File: src/rtl/rfrag_pkg.sv
// Shared constants, types and helpers of the rail fence read address generator.
`default_nettype none

package rfrag_pkg;

    // Field and register widths fixed by the interface.
    localparam int RAIL_W              = 8;
    localparam int LEN_W               = 24;
    localparam int CFG_INDEX_W         = 1;
    localparam int CFG_DATA_W          = 24;
    localparam int OFFSET_BITS_DEFAULT = 24;

    // Register indexes on the configuration port.
    localparam logic [CFG_INDEX_W-1:0] CFG_RAIL_COUNT  = 1'b0;
    localparam logic [CFG_INDEX_W-1:0] CFG_DATA_LENGTH = 1'b1;

    // Reset values of the configuration registers.
    localparam logic [RAIL_W-1:0] RAIL_COUNT_RESET  = 8'd3;
    localparam logic [LEN_W-1:0]  DATA_LENGTH_RESET = 24'd0;

    // Rail counts below the minimum fall back to the default count.
    localparam logic [RAIL_W-1:0] MIN_RAILS     = 8'd2;
    localparam logic [RAIL_W-1:0] DEFAULT_RAILS = 8'd3;

    // Walk state other than the offset itself.
    typedef struct packed {
        logic              running;
        logic              odd_step;
        logic [RAIL_W-1:0] rail;
    } rfrag_ctl_t;

    // Width of the running offset: it must hold an offset plus the largest step.
    function automatic int next_width(input int offset_bits);
        return (offset_bits > 9) ? offset_bits + 1 : 10;
    endfunction

endpackage

`default_nettype wire

File: src/rtl/rfrag_walk.sv
// Next-offset logic: settles the walk state, emits at most one offset and advances the walk.
`default_nettype none

module rfrag_walk #(
    parameter int OFFSET_BITS = rfrag_pkg::OFFSET_BITS_DEFAULT
) (
    input  wire logic                                          restart,
    input  wire logic [rfrag_pkg::RAIL_W-1:0]                  rail_count,
    input  wire logic [rfrag_pkg::next_width(OFFSET_BITS)-1:0] len,
    input  wire rfrag_pkg::rfrag_ctl_t                         ctl_in,
    input  wire logic [rfrag_pkg::next_width(OFFSET_BITS)-1:0] offset_in,
    output logic                                               emit,
    output logic                                               last,
    output logic [OFFSET_BITS-1:0]                             out_offset,
    output logic [rfrag_pkg::RAIL_W-1:0]                       out_rail,
    output rfrag_pkg::rfrag_ctl_t                              ctl_out,
    output logic [rfrag_pkg::next_width(OFFSET_BITS)-1:0]      offset_out
);

    localparam int NEXT_W = rfrag_pkg::next_width(OFFSET_BITS);

    always_comb begin
        logic [rfrag_pkg::RAIL_W-1:0] rails;
        logic [rfrag_pkg::RAIL_W-1:0] rails_m1;
        logic [rfrag_pkg::RAIL_W-1:0] half;
        logic [rfrag_pkg::RAIL_W-1:0] rail_a;
        logic [rfrag_pkg::RAIL_W-1:0] rail_b;
        logic [NEXT_W-1:0]            off_a;
        logic [NEXT_W-1:0]            off_b;
        logic                         run_a;
        logic                         run_b;
        logic                         odd_a;
        logic                         odd_b;

        rails    = (rail_count < rfrag_pkg::MIN_RAILS) ? rfrag_pkg::DEFAULT_RAILS : rail_count;
        rails_m1 = rails - 8'd1;

        // A restart begins at rail zero, offset zero; empty data never starts.
        if (restart) begin
            run_a  = (len != '0);
            rail_a = '0;
            off_a  = '0;
            odd_a  = 1'b0;
        end else begin
            run_a  = ctl_in.running;
            rail_a = ctl_in.rail;
            off_a  = offset_in;
            odd_a  = ctl_in.odd_step;
        end

        // Registers may have changed since the last item, so settle the state first.
        if (run_a) begin
            if (rail_a >= rails) begin
                run_a = 1'b0;
            end else if (off_a >= len) begin
                rail_a = rail_a + 8'd1;
                off_a  = NEXT_W'(rail_a);
                odd_a  = 1'b0;
                if ((rail_a >= rails) || (NEXT_W'(rail_a) >= len)) begin
                    run_a = 1'b0;
                end
            end
        end

        emit       = run_a;
        out_offset = off_a[OFFSET_BITS-1:0];
        out_rail   = rail_a;

        // Steps alternate between 2(R-1-r) and 2r; a zero step becomes 2(R-1).
        half = odd_a ? rail_a : (rails_m1 - rail_a);
        if (half == '0) begin
            half = rails_m1;
        end
        off_b  = off_a + NEXT_W'({half, 1'b0});
        rail_b = rail_a;
        odd_b  = ~odd_a;
        run_b  = 1'b1;
        if (off_b >= len) begin
            rail_b = rail_a + 8'd1;
            off_b  = NEXT_W'(rail_b);
            odd_b  = 1'b0;
            if ((rail_b >= rails) || (NEXT_W'(rail_b) >= len)) begin
                run_b = 1'b0;
            end
        end
        last = ~run_b;

        if (run_a) begin
            ctl_out    = '{running: run_b, odd_step: odd_b, rail: rail_b};
            offset_out = off_b;
        end else begin
            ctl_out    = '{running: run_a, odd_step: odd_a, rail: rail_a};
            offset_out = off_a;
        end
    end

endmodule

`default_nettype wire

File: src/rtl/rfrag_out_buf.sv
// Result register with a skid stage that takes one item while the result register is stalled.
`default_nettype none

module rfrag_out_buf #(
    parameter int DATA_W = 33
) (
    input  wire logic              aclk,
    input  wire logic              aresetn,
    input  wire logic              push,
    input  wire logic [DATA_W-1:0] in_data,
    output logic                   in_ready,
    output logic                   out_valid,
    input  wire logic              out_ready,
    output logic [DATA_W-1:0]      out_data
);

    logic              out_valid_reg;
    logic [DATA_W-1:0] out_data_reg;
    logic              skid_valid_reg;
    logic [DATA_W-1:0] skid_data_reg;

    assign in_ready  = ~skid_valid_reg;
    assign out_valid = out_valid_reg;
    assign out_data  = out_data_reg;

    always_ff @(posedge aclk) begin
        if (!aresetn) begin
            out_valid_reg  <= 1'b0;
            skid_valid_reg <= 1'b0;
        end else if (!out_valid_reg || out_ready) begin
            if (skid_valid_reg) begin
                out_valid_reg  <= 1'b1;
                out_data_reg   <= skid_data_reg;
                skid_valid_reg <= 1'b0;
            end else begin
                out_valid_reg <= push;
                out_data_reg  <= in_data;
            end
        end else if (push) begin
            skid_valid_reg <= 1'b1;
            skid_data_reg  <= in_data;
        end
    end

    a_skid_behind_out: assert property (@(posedge aclk) disable iff (!aresetn)
        skid_valid_reg |-> out_valid_reg)
        else $error("skid stage holds an item while the result register is empty");

endmodule

`default_nettype wire

File: src/rtl/rail_fence_read_address_generator.sv
// Top level of the rail fence read address generator: registers, walk state and result buffer.
//
//  channel   direction  handshake              payload
//  s_        in         s_valid / s_ready      s_restart
//  m_        out        m_valid / m_ready      m_source_offset, m_rail_index, m_last
//  cfg_      in         cfg_we (no wait)       cfg_index, cfg_wdata
//
// Every accepted item is handled in the cycle it is accepted; its offset, if any,
// goes to the result register for the m_ side. The settle, add and compare path
// runs from the walk state registers to the result register. A stalled result is
// parked in a skid stage; s_ready drops only while that stage is full, so one item
// per cycle is sustained while it is empty. Reset (aresetn low, synchronous)
// clears the walk to idle, rail_count to 3 and data_length to 0.
`default_nettype none

module rail_fence_read_address_generator #(
    parameter int OFFSET_BITS = rfrag_pkg::OFFSET_BITS_DEFAULT
) (
    input  wire logic                                 aclk,
    input  wire logic                                 aresetn,
    // Request channel.
    input  wire logic                                 s_valid,
    output logic                                      s_ready,
    input  wire logic                                 s_restart,
    // Result channel.
    output logic                                      m_valid,
    input  wire logic                                 m_ready,
    output logic [OFFSET_BITS-1:0]                    m_source_offset,
    output logic [rfrag_pkg::RAIL_W-1:0]              m_rail_index,
    output logic                                      m_last,
    // Configuration write port.
    input  wire logic                                 cfg_we,
    input  wire logic [rfrag_pkg::CFG_INDEX_W-1:0]    cfg_index,
    input  wire logic [rfrag_pkg::CFG_DATA_W-1:0]     cfg_wdata
);

    localparam int NEXT_W   = rfrag_pkg::next_width(OFFSET_BITS);
    // Only as many length bits as an offset can address take part.
    localparam int LEN_BITS = (OFFSET_BITS < rfrag_pkg::LEN_W) ? OFFSET_BITS : rfrag_pkg::LEN_W;
    localparam int RES_W    = OFFSET_BITS + rfrag_pkg::RAIL_W + 1;

    // Configuration registers.
    logic [rfrag_pkg::RAIL_W-1:0] rail_count_reg;
    logic [rfrag_pkg::LEN_W-1:0]  data_length_reg;

    // Walk state: the offset to emit next, and which rail and step phase it is in.
    rfrag_pkg::rfrag_ctl_t ctl_reg;
    rfrag_pkg::rfrag_ctl_t ctl_next;
    logic [NEXT_W-1:0]     offset_reg;
    logic [NEXT_W-1:0]     offset_next;

    logic                         accept;
    logic [NEXT_W-1:0]            len;
    logic                         emit;
    logic                         last;
    logic [OFFSET_BITS-1:0]       walk_offset;
    logic [rfrag_pkg::RAIL_W-1:0] walk_rail;
    logic [RES_W-1:0]             res_in;
    logic [RES_W-1:0]             res_out;

    assign accept = s_valid & s_ready;
    assign len    = NEXT_W'(data_length_reg[LEN_BITS-1:0]);

    always_ff @(posedge aclk) begin
        if (!aresetn) begin
            rail_count_reg  <= rfrag_pkg::RAIL_COUNT_RESET;
            data_length_reg <= rfrag_pkg::DATA_LENGTH_RESET;
        end else if (cfg_we) begin
            case (cfg_index)
                rfrag_pkg::CFG_RAIL_COUNT:  rail_count_reg  <= cfg_wdata[rfrag_pkg::RAIL_W-1:0];
                rfrag_pkg::CFG_DATA_LENGTH: data_length_reg <= cfg_wdata[rfrag_pkg::LEN_W-1:0];
                default: ;
            endcase
        end
    end

    // The walk state moves only when an item is accepted; an idle request leaves it alone.
    always_ff @(posedge aclk) begin
        if (!aresetn) begin
            ctl_reg    <= '0;
            offset_reg <= '0;
        end else if (accept) begin
            ctl_reg    <= ctl_next;
            offset_reg <= offset_next;
        end
    end

    rfrag_walk #(
        .OFFSET_BITS (OFFSET_BITS)
    ) u_walk (
        .restart    (s_restart),
        .rail_count (rail_count_reg),
        .len        (len),
        .ctl_in     (ctl_reg),
        .offset_in  (offset_reg),
        .emit       (emit),
        .last       (last),
        .out_offset (walk_offset),
        .out_rail   (walk_rail),
        .ctl_out    (ctl_next),
        .offset_out (offset_next)
    );

    assign res_in = {walk_offset, walk_rail, last};

    // Only requests that yield an offset produce a result item.
    rfrag_out_buf #(
        .DATA_W (RES_W)
    ) u_out_buf (
        .aclk      (aclk),
        .aresetn   (aresetn),
        .push      (accept & emit),
        .in_data   (res_in),
        .in_ready  (s_ready),
        .out_valid (m_valid),
        .out_ready (m_ready),
        .out_data  (res_out)
    );

    assign m_source_offset = res_out[RES_W-1 -: OFFSET_BITS];
    assign m_rail_index    = res_out[rfrag_pkg::RAIL_W:1];
    assign m_last          = res_out[0];

    // The last offset of a sequence leaves the walk idle.
    a_last_ends_walk: assert property (@(posedge aclk) disable iff (!aresetn)
        (accept && emit && last) |=> !ctl_reg.running)
        else $error("walk still running after the last offset");

    // Any other offset leaves the walk running.
    a_more_keeps_walk: assert property (@(posedge aclk) disable iff (!aresetn)
        (accept && emit && !last) |=> ctl_reg.running)
        else $error("walk stopped before the last offset");

    // An emitted offset always lies inside the data.
    a_offset_in_range: assert property (@(posedge aclk) disable iff (!aresetn)
        (accept && emit) |-> (NEXT_W'(walk_offset) < len))
        else $error("emitted offset at or beyond the data length");

    // A restart on non-empty data starts at rail zero, offset zero.
    a_restart_origin: assert property (@(posedge aclk) disable iff (!aresetn)
        (accept && s_restart && (len != '0)) |-> (emit && (walk_offset == '0) && (walk_rail == '0)))
        else $error("restart did not begin at rail zero, offset zero");

endmodule

`default_nettype wire

File: config.mk
export PLATFORM = sky130hd
export DESIGN_NAME = rail_fence_read_address_generator
export DESIGN_NICKNAME = d
export VERILOG_FILES = /design/src/rtl/rfrag_pkg.sv /design/src/rtl/rfrag_walk.sv /design/src/rtl/rfrag_out_buf.sv /design/src/rtl/rail_fence_read_address_generator.sv
export SDC_FILE = /design/constraint.sdc
export NUM_CORES = 1
export LEC_CHECK = 0
export BUFFER_PORTS_ARGS = -buffer_cell sky130_fd_sc_hd__buf_2
export CORE_MARGIN = 4
export CORE_UTILIZATION = 35
export CTS_BUF_LIST = sky130_fd_sc_hd__clkbuf_4 sky130_fd_sc_hd__clkbuf_8
export DETAILED_ROUTE_END_ITERATION = 10
export SETUP_SLACK_MARGIN = 0.05
export SYNTH_ARGS = -nofsm -noshare
export SYNTH_HDL_FRONTEND = slang
export SYNTH_SLANG_ARGS = --single-unit
File: constraint.sdc
create_clock -name aclk -period 11.6 [get_ports aclk]
set_input_delay 2.9 -clock aclk [delete_from_list [all_inputs] [get_ports aclk]]
set_output_delay 2.9 -clock aclk [all_outputs]
set_load 0.05 [all_outputs]
==> key figures, run 1 <==
Critical path
  – Reg2Reg Depth: 42
  – Slowest stage delay, CP: 420 ps
  – Req. time, crit path: 11800 ps
  – Cell repeated most along the worst path: buf_4
  – CP Launch Type: input pin
  – Setup Crit Path Kind: in -> reg
  – CP arrival: 11290 ps
  – Worst-path fanout max: 27
  – Critical-path top delay cell: or4_1
  – Critical path capture point type: register

Run status
  – Status: finished clean

Floorplanning
  – Die ar.: 0.0299 mm2
  – Std-Cell Rows: 60
  – Ports: 66
  – Die width: 173 um
  – Chip height: 173 um
  – Initial core utilization: 35.5%
  – Floorplan Core Area: 0.0269 mm2

STA
  – Fin. max-slew vios: 0
  – Final Hold Fails: 0
  – Setup TNS: 0 ps
  – Final min period: 11090 ps
  – Endpoints failing setup: 0
  – Worst-margin pin slew: 925 ps
  – Relative slew slack: 37.8%
  – Clk_skew: 14.4 ps
  – Max Clk Rate: 0.0901 GHz
  – RSZ-0062 raised after global routing: yes
  – Period utilisation layout: 95.6%

Power
  – Tot Pwr: 1.49 mW
  – Maximum VDD drop: 60.2 uV
  – Pwr Density: 136 mW/mm2
  – Lkg Pwr: 4.73 nW

Place
  – Inst Count DP: 1492
  – I/O Buffers: 65
  – Post-DP HPWL: 21700 um
  – DP Area: 0.0106 mm2
  – GPL Wtd Cong: 0.928

Global route
  – Gr usage total: 18.4%
  – Initial antenna violation count: 0
  – Vias in the first global route: 7826
  – Largest net degree at the start of global routing: 48
  – First-pass GRT wire length: 44100 um
  – Total congestion overflow: 0

Synth
  – Cell taking the most area after synthesis: edfxtp_1
  – Seq cells post-synth: 135
  – Number of flops mapped to enable cells by yosys: 66
  – Simple-gate share of the synthesized area: 19.8%
  – Syn. warnings: 0
  – Post-synth top area share: 20.8%
  – Multiplexer share of the synthesized area: 3.60%
  – Top-count cell post-synth: nand2_1
  – Sequential share of the synthesized area: 35.3%
  – Syn nets: 1213
  – Post-synthesis compound-gate area fraction: 17.8%
  – Ys flop type: dfxtp_1
  – Syn avg cell area: 8.86 um2
  – Asr flop ratio synth: 0%
  – Gate count of the mapped netlist: 1075
  – Synth cell types: 79
  – Synth Area in XOR/XNOR: 4.29%
  – Largest cells by area after synthesis: edfxtp_1 21%, dfxtp_1 14%, ha_1 14%
  – Post-synthesis adder-cell area fraction: 14.2%
  – Synth cell count leaders: 135 x nand2_1, 105 x ha_1, 74 x nor2_1
  – Largest family of logic cells by synthesized area: simple AND/OR/NAND/NOR gates
  – Synth Cell Area: 0.00953 mm2

Route
  – Final ANT Viol Nets: 0
  – Vias: 8404
  – DR vias/cell: 5.51
  – DR iter-0 viols: 620
  – DRC viols: 0
  – Drt pass-1 iters: 5
  – WL per Instance: 18.7 um
  – Final WL: 28500 um

Cells and area
  – Final Cell Area: 0.0110 mm2
  – Sequential cell area: 0.00336 mm2
  – Layout cells sized above 1: 17.8%
  – Fill cell count: 2726
  – Finished Layout Cells: 1525
  – Nets: 1309
  – Synth-to-Final Area Change: 15.5%
  – Inserted Diodes: 0
  – Area occupied by multi-input gates: 0.00572 mm2

Clock tree
  – TritonCTS Sinks: 135
  – TritonCTS clock tree: yes
  – Clock Path Buffers: 2
  – Htree depth: 4
  – Num CTS Buffers: 17
  – Clk Latency, worst-skew pair: 450 ps
  – Clk slew on worst S/H paths: 90 ps
  – Hold_buf cts: 0
  – Root Driver: clkbuf_8

Run
  – Max Cap Viol: 0

Min path
  – Hold Path Stages: 2
  – Hold Crit Class: reg -> reg
[per-layer routing]
metal | wire length (um) | GRT usage [%] | up-vias
met1 | 14300 | 28.6 | 3997
met4 | 460 | 4.46 | 0
met3 | 2190 | 4.00 | 30
met2 | 11600 | 25.9 | 303
met5 | 0 | 0 | -
li1 | - | - | 4074
[worst max-delay path, delay by kind of cell]
kind | cells | cell delay [ps]
AOI/OAI and AO/OA | 15 | 2950
xor gates and xnor gates | 2 | 330
adders and majority gates | 4 | 1190
buffers and inverters | 7 | 1230
muxes | 2 | 620
and+or+nand+nor | 12 | 2050
[metrics by stage]
step / setup WS [ps] / hold WS, ps / util (%)
after floorplan: 61.4 / 432 / -
after global placement: 93.1 / 445 / 39.3
after detailed placement: -130 / 451 / 39.3
after CTS: 324 / 463 / 40.8
after global routing: 36.5 / 482 / 40.9
final: 507 / 462 / 40.9
[cells in the final DEF, fill, tap and decap left out, types with 4 or more instances in the layout]
cell type / instances
o31ai_1: 14
nor2b_1: 28
nor2_1: 73
a31oi_1: 4
o21ai_0: 60
o21a_1: 6
edfxtp_1: 66
nor4_1: 8
a21oi_1: 66
mux2_2: 22
dfxtp_1: 69
buf_2: 64
nand4_1: 23
nand2_1: 135
and2_1: 8
o21ai_1: 5
nor3_1: 17
nand3_1: 34
inv_1: 66
mux2i_1: 8
a211oi_1: 7
and3_1: 10
xnor2_1: 32
a21o_1: 19
ha_1: 105
buf_4: 62
nand2b_1: 21
clkbuf_8: 17
xor2_1: 12
a211o_1: 6
a221oi_1: 14
a22o_1: 5
o211ai_1: 9
a22oi_1: 5
[cell type report]
cell class	instances	share of cell area, %
timing repair buffer	128	7.39
multi-input combinational	822	52.0
clock buffer	19	2.26
clock inverter	13	1.57
inverter	67	2.29
tap	341	3.88
sequential	135	30.6
[power by group]
group | leakage, nW | internal, mW | total [mW] | switching [mW]
logic | 3.34 | 0.195 | 0.518 | 0.323
registers | 1.18 | 0.529 | 0.548 | 0.0190
clock network | 0.206 | 0.221 | 0.428 | 0.208
total | 4.73 | 0.945 | 1.49 | 0.550
[kinds of logic after synthesis]
| kind of cell | Yosys count |
|---|---|
| xor+xnor | 45 |
| fa+ha+maj | 107 |
| flops | 135 |
| compound gates | 253 |
| mux | 31 |
| buf+inv | 118 |
| simple gates | 386 |
[final timing paths]
path	startpoint	end	slack [ps]
worst max-delay path	s_restart	u_out_buf.out_data[0]$_DFFE_PP_	510
worst min-delay path	data_length_reg[7]$_SDFFE_PN0P_	data_length_reg[7]$_SDFFE_PN0P_	460
worst max register to register	rail_count_reg[4]$_SDFFE_PN0P_	u_out_buf.out_data[0]$_DFFE_PP_	2420
worst min register to register	data_length_reg[7]$_SDFFE_PN0P_	data_length_reg[7]$_SDFFE_PN0P_	460
[repair_timing]
item,4_1_cts,5_1_grt
gates resized for setup,0,5
buffers inserted,0,1
setup endpoints to repair,0,35
Power figures use the tool's default switching activity.
==> run 2, diff against run 1 <==
--- a/config.mk
+++ b/config.mk
@@ -10,7 +10,6 @@
 export CORE_UTILIZATION = 35
 export CTS_BUF_LIST = sky130_fd_sc_hd__clkbuf_4 sky130_fd_sc_hd__clkbuf_8
 export DETAILED_ROUTE_END_ITERATION = 10
-export SETUP_SLACK_MARGIN = 0.05
 export SYNTH_ARGS = -nofsm -noshare
 export SYNTH_HDL_FRONTEND = slang
 export SYNTH_SLANG_ARGS = --single-unit
==> constraint.sdc (replaced) <==
create_clock -name aclk -period 11.4 [get_ports aclk]
set_input_delay 2.85 -clock aclk [delete_from_list [all_inputs] [get_ports aclk]]
set_output_delay 2.85 -clock aclk [all_outputs]
set_load 0.05 [all_outputs]
==> key figures, run 2 (synthesized netlist as in run 1, its figures left out) <==
Critical path
  – Setup Crit Path Kind: in -> reg
  – Reg2Reg Depth: 41 (-2.4%)
  – R2r endpoint: u_out_buf.out_data[0]$_DFFE_PP_
  – CP arrival: 11110 ps (-180 ps)
  – R2R setup slack: 2250 ps (-170 ps)
  – Cell repeated most along the worst path: ha_1
  – FF-to-FF Start: rail_count_reg[4]$_SDFFE_PN0P_
  – Req. time, crit path: 11620 ps (-180 ps)
  – Worst-path fanout max: 26 (-3.7%)
  – Critical-path top delay cell: or4_1
  – Slowest stage delay, CP: 390 ps (-30 ps)
  – Critical path capture point type: register
  – CP Launch Type: input pin

Global route
  – Total congestion overflow: 0 (unchanged)
  – First-pass GRT wire length: 45200 um (+2.6%)
  – Vias in the first global route: 8047 (+2.8%)
  – Initial antenna violation count: 0 (unchanged)
  – Gr usage total: 18.8% (+0.30 points)
  – GR met1 Demand/Resource: 28.8% (+0.24 points)
  – Met3 usage: 3.06% (-0.94 points)
  – Grt met2 use: 27.4% (+1.5 points)
  – Most Used Layer, Global Route: met1
  – Largest net degree at the start of global routing: 48 (unchanged)

STA
  – Relative slew slack: 29.0% (-8.8 points)
  – Period utilisation layout: 95.5%
  – Endpoints failing setup: 0 (unchanged)
  – Hold slack: 462 ps (-0.203 ps)
  – Clk_skew: 20.7 ps (+6.30 ps)
  – Final Hold Fails: 0 (unchanged)
  – Setup ws final: 508 ps (+0.612 ps)
  – Final min period: 10890 ps
  – Worst-margin pin slew: 1060 ps (+131 ps)
  – Fin. max-slew vios: 0 (unchanged)
  – Setup TNS: 0 ps (unchanged)
  – Max Clk Rate: 0.0918 GHz

Place
  – Setup Slack @ Placement: -58.3 ps (+71.3 ps)
  – I/O Buffers: 65 (unchanged)
  – DP Area: 0.0106 mm2 (+0.59%)
  – GPL Wtd Cong: 0.990 (+6.6%)
  – Post-DP HPWL: 21700 um (-0.14%)

Clock tree
  – Clock Path Buffers: 2 (unchanged)
  – Htree depth: 4 (unchanged)
  – Clk slew on worst S/H paths: 100 ps (about the same)
  – TritonCTS Sinks: 135 (unchanged)
  – Hold_buf cts: 0 (unchanged)
  – TritonCTS clock tree: yes
  – Clk Latency, worst-skew pair: 460 ps (about the same)
  – Root Driver: clkbuf_8
  – Num CTS Buffers: 17 (unchanged)

Power
  – Maximum VDD drop: 67.5 uV (+12%)
  – Clock network power share: 26.6% (-2.1 points)
  – Int Power: 0.914 mW (-3.3%)
  – Switching Fraction: 38.9% (+2.1 points)
  – Comb pwr share: 36.0% (+1.3 points)
  – Lkg Pwr: 4.76 nW (+0.62%)
  – Tot Pwr: 1.49 mW (about the same)
  – Pwr Density: 136 mW/mm2 (-0.21%)
  – Psw: 0.581 mW (+5.6%)
  – Sequential power share: 37.3% (+0.6 points)

Route
  – DR vias/cell: 5.48 (-0.52%)
  – DRC viols: 0 (unchanged)
  – Vias: 8399 (-0.059%)
  – WL per Instance: 18.5 um (-1.3%)
  – Final ANT Viol Nets: 0 (unchanged)
  – DR iter-0 viols: 777 (+25%)
  – Final WL: 28300 um (-0.84%)
  – Drt pass-1 iters: 5 (unchanged)

Run status
  – Status: finished clean

Cells and area
  – Nets: 1316 (+0.53%)
  – Most frequent cells in the layout: 135 x nand2_1, 105 x ha_1, 73 x nor2_1
  – Commonest non-fill, non-tap cell in the layout: nand2_1
  – Synth-to-Final Area Change: 15.7%
  – Inserted Diodes: 0 (unchanged)
  – Layout cells sized above 1: 18.1% (+0.32 points)
  – Final Cell Area: 0.0110 mm2 (+0.22%)
  – Fill cell count: 2718 (-0.29%)

Min path
  – HP Start: data_length_reg[7]$_SDFFE_PN0P_
  – Hold Path Stages: 2 (unchanged)
  – Hold Crit Class: reg -> reg
  – Hold Path Sink: data_length_reg[7]$_SDFFE_PN0P_

Floorplanning
  – Floorplan Core Area: 0.0269 mm2 (unchanged)
  – Die ar.: 0.0299 mm2 (unchanged)
  – Initial core utilization: 35.5% (unchanged)
  – Ports: 66 (unchanged)
  – Die width: 173 um (unchanged)
  – Chip height: 173 um (unchanged)
  – Std-Cell Rows: 60 (unchanged)

Run
  – Max Cap Viol: 0 (unchanged)
==> run 2: per-layer routing <==
layer  share of wire, %  vias up
li1                   -     4086
met1                 50     3944
met2                 41      338
met3                7.8       31
met4                1.4        0
met5                  0        -
==> run 2: power by group through the flow <==
stage / Combinational, mW / Clock, mW / Sequential [mW]
floorplan: 0.320 / 0 / 0.600
global placement: 0.524 / 0 / 0.568
detailed placement: 0.528 / 0 / 0.568
CTS: 0.531 / 0.407 / 0.558
global route: 0.588 / 0.427 / 0.561
finish: 0.538 / 0.398 / 0.558
==> run 2: how the worst max path moves through the flow <==
stage | from | to | depth (start not counted)
2_1_floorplan | s_restart | offset_reg[0]$_SDFFE_PN0P_ | 44
3_3_place_gp | s_restart | u_out_buf.out_data[0]$_DFFE_PP_ | 39
3_5_place_dp | s_restart | u_out_buf.out_data[0]$_DFFE_PP_ | 39
4_1_cts | s_restart | u_out_buf.out_data[0]$_DFFE_PP_ | 39
5_1_grt | s_restart | ctl_reg[7]$_SDFFE_PN0P_ | 41
6_report | s_restart | u_out_buf.out_data[0]$_DFFE_PP_ | 39
==> run 2: layout make-up <==
class | count | area [um2] | area share [%]
Tap cell | 341 | 427 | 3.87
Clock buffer | 18 | 248 | 2.25
Sequential cell | 135 | 3360 | 30.5
Multi-Input combinational cell | 822 | 5710 | 51.8
Inverter | 67 | 251 | 2.28
Timing Repair Buffer | 135 | 891 | 8.08
Clock inverter | 14 | 131 | 1.19
==> run 2: worst max-delay path: cells and delay by family <==
family	cells	cell delay, ps
AO/OA/AOI/OAI	14	2940
AND/OR/NAND/NOR	13	2480
adder cells (fa/ha/maj)	4	1240
buffers and inverters	4	620
multiplexers	2	620
XOR/XNOR	2	330
==> run 2: what timing repair did <==
action / CTS / global route
buffers inserted: 0 / 3
setup endpoints to repair: 0 / 36
resized for setup: 0 / 4
==> run 2: through the flow <==
| step | util, % | cells |
|---|---|---|
| floorplan | - | 1075 |
| global placement | 39.5 | 1497 |
| detailed placement | 39.5 | 1497 |
| CTS | 40.9 | 1529 |
| global route | 41.0 | 1532 |
| finish | 41.0 | 1532 |
